**src/rtl/lreb_pkg.sv**
```systemverilog
// Package for the leg reach bound block: fixed-point widths, constants,
// register map, pipeline structs and the angle range reduction function.
// No dependencies.
package lreb_pkg;

    localparam int CORDIC_STAGES_DEF = 16;
    localparam int ADDR_W = 5;
    localparam int REG_IDX_W = 3;
    localparam int ANG_W = 29;      // Q24 angle before range reduction
    localparam int ZW = 28;         // Q24 angle inside the rotator
    localparam int XYW = 28;        // Q24 sine/cosine
    localparam int PW = 45;         // Q24 * Q8.8 product
    localparam int PT_W = 20;       // joint coordinates, Q8.8
    localparam int RAD_W = 32;
    localparam int ROOT_CELLS = 16;
    localparam int REACH_W = 19;

    localparam logic [REG_IDX_W-1:0] REG_TOP      = 3'd0;
    localparam logic [REG_IDX_W-1:0] REG_MID      = 3'd1;
    localparam logic [REG_IDX_W-1:0] REG_BOT      = 3'd2;
    localparam logic [REG_IDX_W-1:0] REG_MIN_BASE = 3'd3;
    localparam logic [REG_IDX_W-1:0] REG_MIN_KNEE = 3'd4;
    localparam logic [REG_IDX_W-1:0] REG_MAX_BASE = 3'd5;
    localparam logic [REG_IDX_W-1:0] REG_MAX_KNEE = 3'd6;

    localparam logic signed [17:0] HALF_PI_Q13 = 18'sd12868;
    localparam logic signed [29:0] PI_Q24      = 30'sd52707179;
    localparam logic signed [29:0] TWO_PI_Q24  = 30'sd105414358;
    localparam logic signed [29:0] PI3_Q24     = 30'sd158121537;
    localparam logic signed [29:0] HALF_PI_Q24 = 30'sd26353589;
    localparam logic signed [XYW-1:0] GAIN_Q24 = 28'sd10188014;
    localparam logic signed [PW-1:0] ROUND_Q24 = 45'sd8388608;
    localparam logic signed [20:0] REACH_MAX = 21'sd262143;
    localparam logic signed [20:0] REACH_MIN = -21'sd262144;

    typedef struct packed {
        logic                   vld;
        logic                   want_max;
        logic [1:0]             neg;
        logic                   invalid;
        logic signed [15:0]     elev;
        logic signed [PT_W-1:0] x2;
    } t_side;

    typedef struct packed {
        logic signed [XYW-1:0] x;
        logic signed [XYW-1:0] y;
        logic signed [ZW-1:0]  z;
    } t_rot;

    typedef struct packed {
        logic [RAD_W-1:0] v;
        logic [RAD_W-1:0] res;
    } t_root;

    typedef struct packed {
        logic                 neg;
        logic signed [ZW-1:0] z;
    } t_fold;

    function automatic logic signed [ZW-1:0] atan_q24(input int i);
        logic signed [ZW-1:0] r;
        case (i)
            0:  r = 28'sd13176795;
            1:  r = 28'sd7778716;
            2:  r = 28'sd4110060;
            3:  r = 28'sd2086331;
            4:  r = 28'sd1047214;
            5:  r = 28'sd524117;
            6:  r = 28'sd262123;
            7:  r = 28'sd131069;
            8:  r = 28'sd65536;
            9:  r = 28'sd32768;
            10: r = 28'sd16384;
            11: r = 28'sd8192;
            12: r = 28'sd4096;
            13: r = 28'sd2048;
            14: r = 28'sd1024;
            15: r = 28'sd512;
            16: r = 28'sd256;
            17: r = 28'sd128;
            18: r = 28'sd64;
            19: r = 28'sd32;
            20: r = 28'sd16;
            21: r = 28'sd8;
            22: r = 28'sd4;
            23: r = 28'sd2;
            default: r = '0;
        endcase
        return r;
    endfunction

    // wrap into (-pi, pi], then fold into [-pi/2, pi/2]
    function automatic t_fold fold_angle(input logic signed [ANG_W-1:0] a_in);
        logic signed [29:0] a;
        logic signed [29:0] w;
        t_fold f;
        a = 30'(a_in);
        if (a > PI3_Q24) begin
            w = a - (TWO_PI_Q24 <<< 1);
        end else if (a > PI_Q24) begin
            w = a - TWO_PI_Q24;
        end else if (a <= -PI_Q24) begin
            w = a + TWO_PI_Q24;
        end else begin
            w = a;
        end
        if (w > HALF_PI_Q24) begin
            f.neg = 1'b1;
            f.z = ZW'(w - PI_Q24);
        end else if (w < -HALF_PI_Q24) begin
            f.neg = 1'b1;
            f.z = ZW'(w + PI_Q24);
        end else begin
            f.neg = 1'b0;
            f.z = ZW'(w);
        end
        return f;
    endfunction

endpackage

```
**src/rtl/lreb_sqrt_cell.sv**
```systemverilog
// One bit step of the restoring integer square root, registered.
// Depends on lreb_pkg.
module lreb_sqrt_cell import lreb_pkg::*; #(
    parameter int BIT_POS = 30
) (
    input  logic  i_clk,
    input  logic  i_rst_n,
    input  logic  i_en,
    input  t_side i_side,
    input  t_root i_root,
    output t_side o_side,
    output t_root o_root
);
    localparam logic [RAD_W:0] BITV = (RAD_W+1)'(1) << BIT_POS;

    t_side        r_side;
    t_root        r_root;
    t_root        n_root;
    logic [RAD_W:0] trial;

    always_comb begin
        trial = {1'b0, i_root.res} + BITV;
        if ({1'b0, i_root.v} >= trial) begin
            n_root.v   = RAD_W'({1'b0, i_root.v} - trial);
            n_root.res = (i_root.res >> 1) + RAD_W'(BITV);
        end else begin
            n_root.v   = i_root.v;
            n_root.res = i_root.res >> 1;
        end
    end

    always_ff @(posedge i_clk) begin
        if (!i_rst_n) begin
            r_side <= '0;
        end else if (i_en) begin
            r_side <= i_side;
        end
    end

    always_ff @(posedge i_clk) begin
        if (i_en) begin
            r_root <= n_root;
        end
    end

    assign o_side = r_side;
    assign o_root = r_root;
endmodule

```
**config.mk**
```make
export PLATFORM = sky130hd
export DESIGN_NAME = lreb_sqrt_cell
export DESIGN_NICKNAME = d
export VERILOG_FILES = /design/src/rtl/lreb_pkg.sv /design/src/rtl/lreb_sqrt_cell.sv
export SDC_FILE = /design/constraint.sdc
export NUM_CORES = 1
export LEC_CHECK = 0
export BUFFER_PORTS_ARGS = -buffer_cell sky130_fd_sc_hd__buf_2
export CAP_MARGIN = 20
export CELL_PAD_IN_SITES_DETAIL_PLACEMENT = 0
export CELL_PAD_IN_SITES_GLOBAL_PLACEMENT = 1
export CORE_MARGIN = 4
export CORE_UTILIZATION = 40
export CTS_CLUSTER_SIZE = 25
export DETAILED_ROUTE_END_ITERATION = 10
export PLACE_DENSITY = 0.95
export REMOVE_ABC_BUFFERS = 1
export SYNTH_ARGS = -nofsm -noshare
export SYNTH_HDL_FRONTEND = slang
export SYNTH_SLANG_ARGS = --single-unit
```
**constraint.sdc**
```tcl
create_clock -name i_clk -period 6.8 [get_ports i_clk]
set_input_delay 1.02 -clock i_clk [delete_from_list [all_inputs] [get_ports i_clk]]
set_output_delay 1.02 -clock i_clk [all_outputs]
set_load 0.01 [all_outputs]
```
# == Word-level counts from Yosys, hierarchy flattened ==
# Cells that the tools add are included.
# classes
addsub,3
muxes,1
order_cmp,1
# ops
op,count
64-bit 2-to-1 mux,1
32-bit by 31-bit adder with 33-bit output (second input constant),1
32-bit by 33-bit greater-or-equal comparator with 1-bit output,1
31-bit by 31-bit adder with 32-bit output (second input constant),1
32-bit subtractor,1
# totals
regBits,105
output_inout_bits,105
in_bits,108
word_cells,14

# == Depth between registers and ports, before layout ==
# logic_depth
depth_word,3
ltp_mapped,13

# == Worst setup path after synthesis ==
# OpenSTA, ideal clock, no wires.
# synth_timing
path_kind,input-to-reg
start,input i_root[32] in the netlist's numbering
end,"register r_root, in the netlist o_root[54] (data pin)"
required_ns,6.538
stages,11
path_buffers,0
t_arrival_ns,3.070
setup_time_ns,0.262
path_slack_ns,3.468
cell_sequence,inv_1 -> ha_1 -> fa_1 -> and2b_4 -> o211ai_2 -> a31o_4 -> a2111oi_4 -> nor2_2 -> or2b_1 -> xor2_1 -> mux2_1
# synth_lines
item,line,text
start: declaration,lreb_sqrt_cell.sv:10,"input t_root i_root,"
end signal: assignment,lreb_sqrt_cell.sv:42,r_root <= n_root;
end: declaration,lreb_sqrt_cell.sv:17,t_root r_root;

==> flow_summary_export.csv <==
group,metric,value,unit
finish,ff_latch_area,0.00274,mm^2
place,dp_cells,894,
clock_network,cts-root-buf,"clkbuf_16",
timing,tightestPinTransition,831,ps
min_path,hp-class,"flip-flop to flip-flop",
yosys,syn_area,0.00578,mm^2
finish,finalNonFillerCells,910,
timing,fin_crit,3820,ps
clock_network,cts_setup_buffers,0,
yosys,synth_area_per_cell,11.1,um^2
drt,wire_per_inst,16.2,um
critical_path,r2r-end,"o_side[0]$_SDFFE_PN0P_",
global_routing,overflow,0,
drt,detail-route-antenna-nets,0,
finish,diodes,0,
timing,drv_slew,0,
power,cellLeakagePower,3.37,nW
yosys,synth_ff_type,"edfxtp_1",
drt,drt_iter0_markers,119,
drt,wl,14.8,mm
finish,finish.instance_area,0.00725,mm^2
global_routing,antenna_found_initial,4,
place,gp_congestion,0.808,
power,irDropWorstVdd,129,uV
timing,setup_viol,0,
timing,fin_skew,0,ps
floorplanning,die_w,128,um
clock_network,cts.sinks,105,
yosys,yosys_warnings,0,
min_path,holdPathEnd,"o_side[37]$_SDFFE_PN0P_",
global_routing,grt_pass1_vias,4693,
yosys,yosys.area.top_type,"edfxtp_1",
finish,drive_gt1_frac,0.341,
timing,fmax,262,MHz
power,cellInternalPower,1.17,mW
floorplanning,die_h,128,um
clock_network,htreeDepth,3,
critical_path,setup.worst_path.end_class,"flip-flop",
yosys,ys_types,60,
yosys,seq_area_frac_synth,0.475,
floorplanning,die-area,0.0164,mm^2
min_path,min_delay_path_depth,2,
timing,finalHoldViolCount,0,
floorplanning,io_pins,213,
place,numPortBuffers,212,
clock_network,cts-buffers-inserted,9,
global_routing,grt_max_degree,56,
floorplanning,core_area,0.0140,mm^2
run_status,status,"completed",
yosys,synth_top_area_share,0.333,
clock_network,clkLatencyLatePin,350,ps
clock_network,postCtsResizedCells,0,
critical_path,worst_ep_arrival_time,3910,ps
finish,syn_to_final_growth,25.6,%
clock_network,cts_buffer_depth,2,
critical_path,r2r_start,"o_side[0]$_SDFFE_PN0P_",
yosys,ys_ff_latch,105,
finish,num-fill-cells,1310,
global_routing,grt_util_all_layers,0.180,
min_path,min_from,"o_side[37]$_SDFFE_PN0P_",
drt,dr.pass1.iters,4,
timing,holdWs,514,ps
timing,maxSlewHeadroom,0.446,
place,hpwl,11.6,mm
power,powerDensity,227,mW/mm^2
clock_network,cts-hold-fix-buffers,0,
power,seqPwrFrac,0.461,
timing,fin_setup_tns,0,ps
place,place_area,0.00698,mm^2
yosys,synth_area_leaders,"edfxtp_1, dfxtp_1, ha_1, mux2i_1, mux2_1",
power,share_clk_of_total_power,0.296,
critical_path,cp-start-kind,"input pin",
drt,vias,4547,
timing,rsz0062_at_grt,"no",
critical_path,path_max_fanout,21,
finish,multi_input_area,0.00281,mm^2
timing,fin_crit_sh,0.561,
floorplanning,start_util,0.413,
critical_path,rrSetupSlack,6150,ps
critical_path,worstSetupPathType,"input pin to flip-flop",
floorplanning,rows,43,
power,finalPower,1.65,mW
drt,vias_per_cell,5.00,
drt,drc_errors,0,
yosys,synth_edf_count,64,
power,swShare,0.291,
finish,nets,867,
yosys,synthArstFlopShare,0,
critical_path,cp.required,6900,ps
flow_run,max-cap-violations,0,
yosys,synth_cells,520,
critical_path,ff2ff_path_depth,2,
power,p_sw,0.481,mW
global_routing,grt_pass1_wl,23.4,mm
power,pwr-share-comb,0.243,
clock_network,cts_tree,"done",
clock_network,clkTransAtPathRegs,70,ps
-- how the worst max path moves through the flow --
stage	from	to
final	i_root[30]	o_root[45]$_DFFE_PP_
after global routing	i_root[30]	o_root[50]$_DFFE_PP_
after CTS	i_root[30]	o_root[45]$_DFFE_PP_
after detailed placement	i_root[30]	o_root[50]$_DFFE_PP_
after global placement	i_root[30]	o_root[53]$_DFFE_PP_
after floorplan	i_root[30]	o_root[59]$_DFFE_PP_
-- critical path, cell delays in order --
cell and delay [ps]:
buf_2 120, ha_1 270, inv_1 40, ha_1 340
and4b_1 200, nand4_1 90, nor4_1 350, a221oi_2 130
a21oi_4 570, buf_4 410, mux2_1 360
-- layout make-up --
| cell class | instances | share of cell area |
|---|---|---|
| multi-input combinational | 362 | 0.388 |
| sequential | 105 | 0.378 |
| timing repair buffer | 214 | 0.149 |
| clock buffer | 9 | 0.0311 |
| tap | 180 | 0.0311 |
| inverter | 33 | 0.0171 |
| clock inverter | 7 | 0.00621 |
-- through the flow --
stage	setup WS, ps	utilization
6_report	2980	0.519
5_1_grt	2820	0.519
4_1_cts	2970	0.519
3_5_place_dp	2600	0.499
3_3_place_gp	2680	0.499
2_1_floorplan	2590	-
-- cell usage after synthesis (13+ instances only) --
library cell and instances:
o21ai_0 13, dfxtp_1 41, ha_1 33, inv_1 33, mux2_1 25, a21oi_1 31
nor2b_1 45, edfxtp_1 64, xnor2_1 15, nor2_1 21, nand2_1 24, mux2i_1 41
-- power groups by stage --
stage | clock, mW | combinational, mW | sequential (mW)
2_1_floorplan | 0 | 0.212 | 0.807
3_3_place_gp | 0 | 0.400 | 0.773
3_5_place_dp | 0 | 0.404 | 0.775
4_1_cts | 0.505 | 0.406 | 0.762
5_1_grt | 0.529 | 0.447 | 0.767
6_report | 0.488 | 0.401 | 0.761
-- layout by cell type (no fill, tap or decap), types with 7 or more instances in the layout --
cell	n
buf_2	211
edfxtp_1	64
nor2b_1	45
mux2i_1	41
dfxtp_1	41
inv_1	33
ha_1	33
a21oi_1	31
mux2_1	25
nand2_1	24
nor2_1	21
xnor2_1	15
o21ai_0	13
xor2_1	12
a21o_1	11
nand4_1	11
clkbuf_16	9
o21ai_1	7
-- layer usage --
layer | track usage | vias to the layer above | wire length (um)
met1 | 0.210 | 2045 | 6020
li1 | - | 2287 | -
met4 | 0.0549 | 8 | 274
met3 | 0.0846 | 30 | 1630
met2 | 0.295 | 177 | 6800
met5 | 0 | - | 53
-- state kept, by name (all words and copies together), names as in the netlist --
| signal | cells |
|---|---|
| o_side | 41 |
| o_root | 64 |
-- cell families after synthesis --
kind of cell	synth area share
AND/OR/NAND/NOR	0.131
multiplexers	0.122
buffers and inverters	0.0394
flip-flops	0.475
XOR/XNOR	0.0409
adder cells (fa/ha/maj)	0.0750
AO/OA/AOI/OAI	0.117
(Power assumes the default switching activity.)
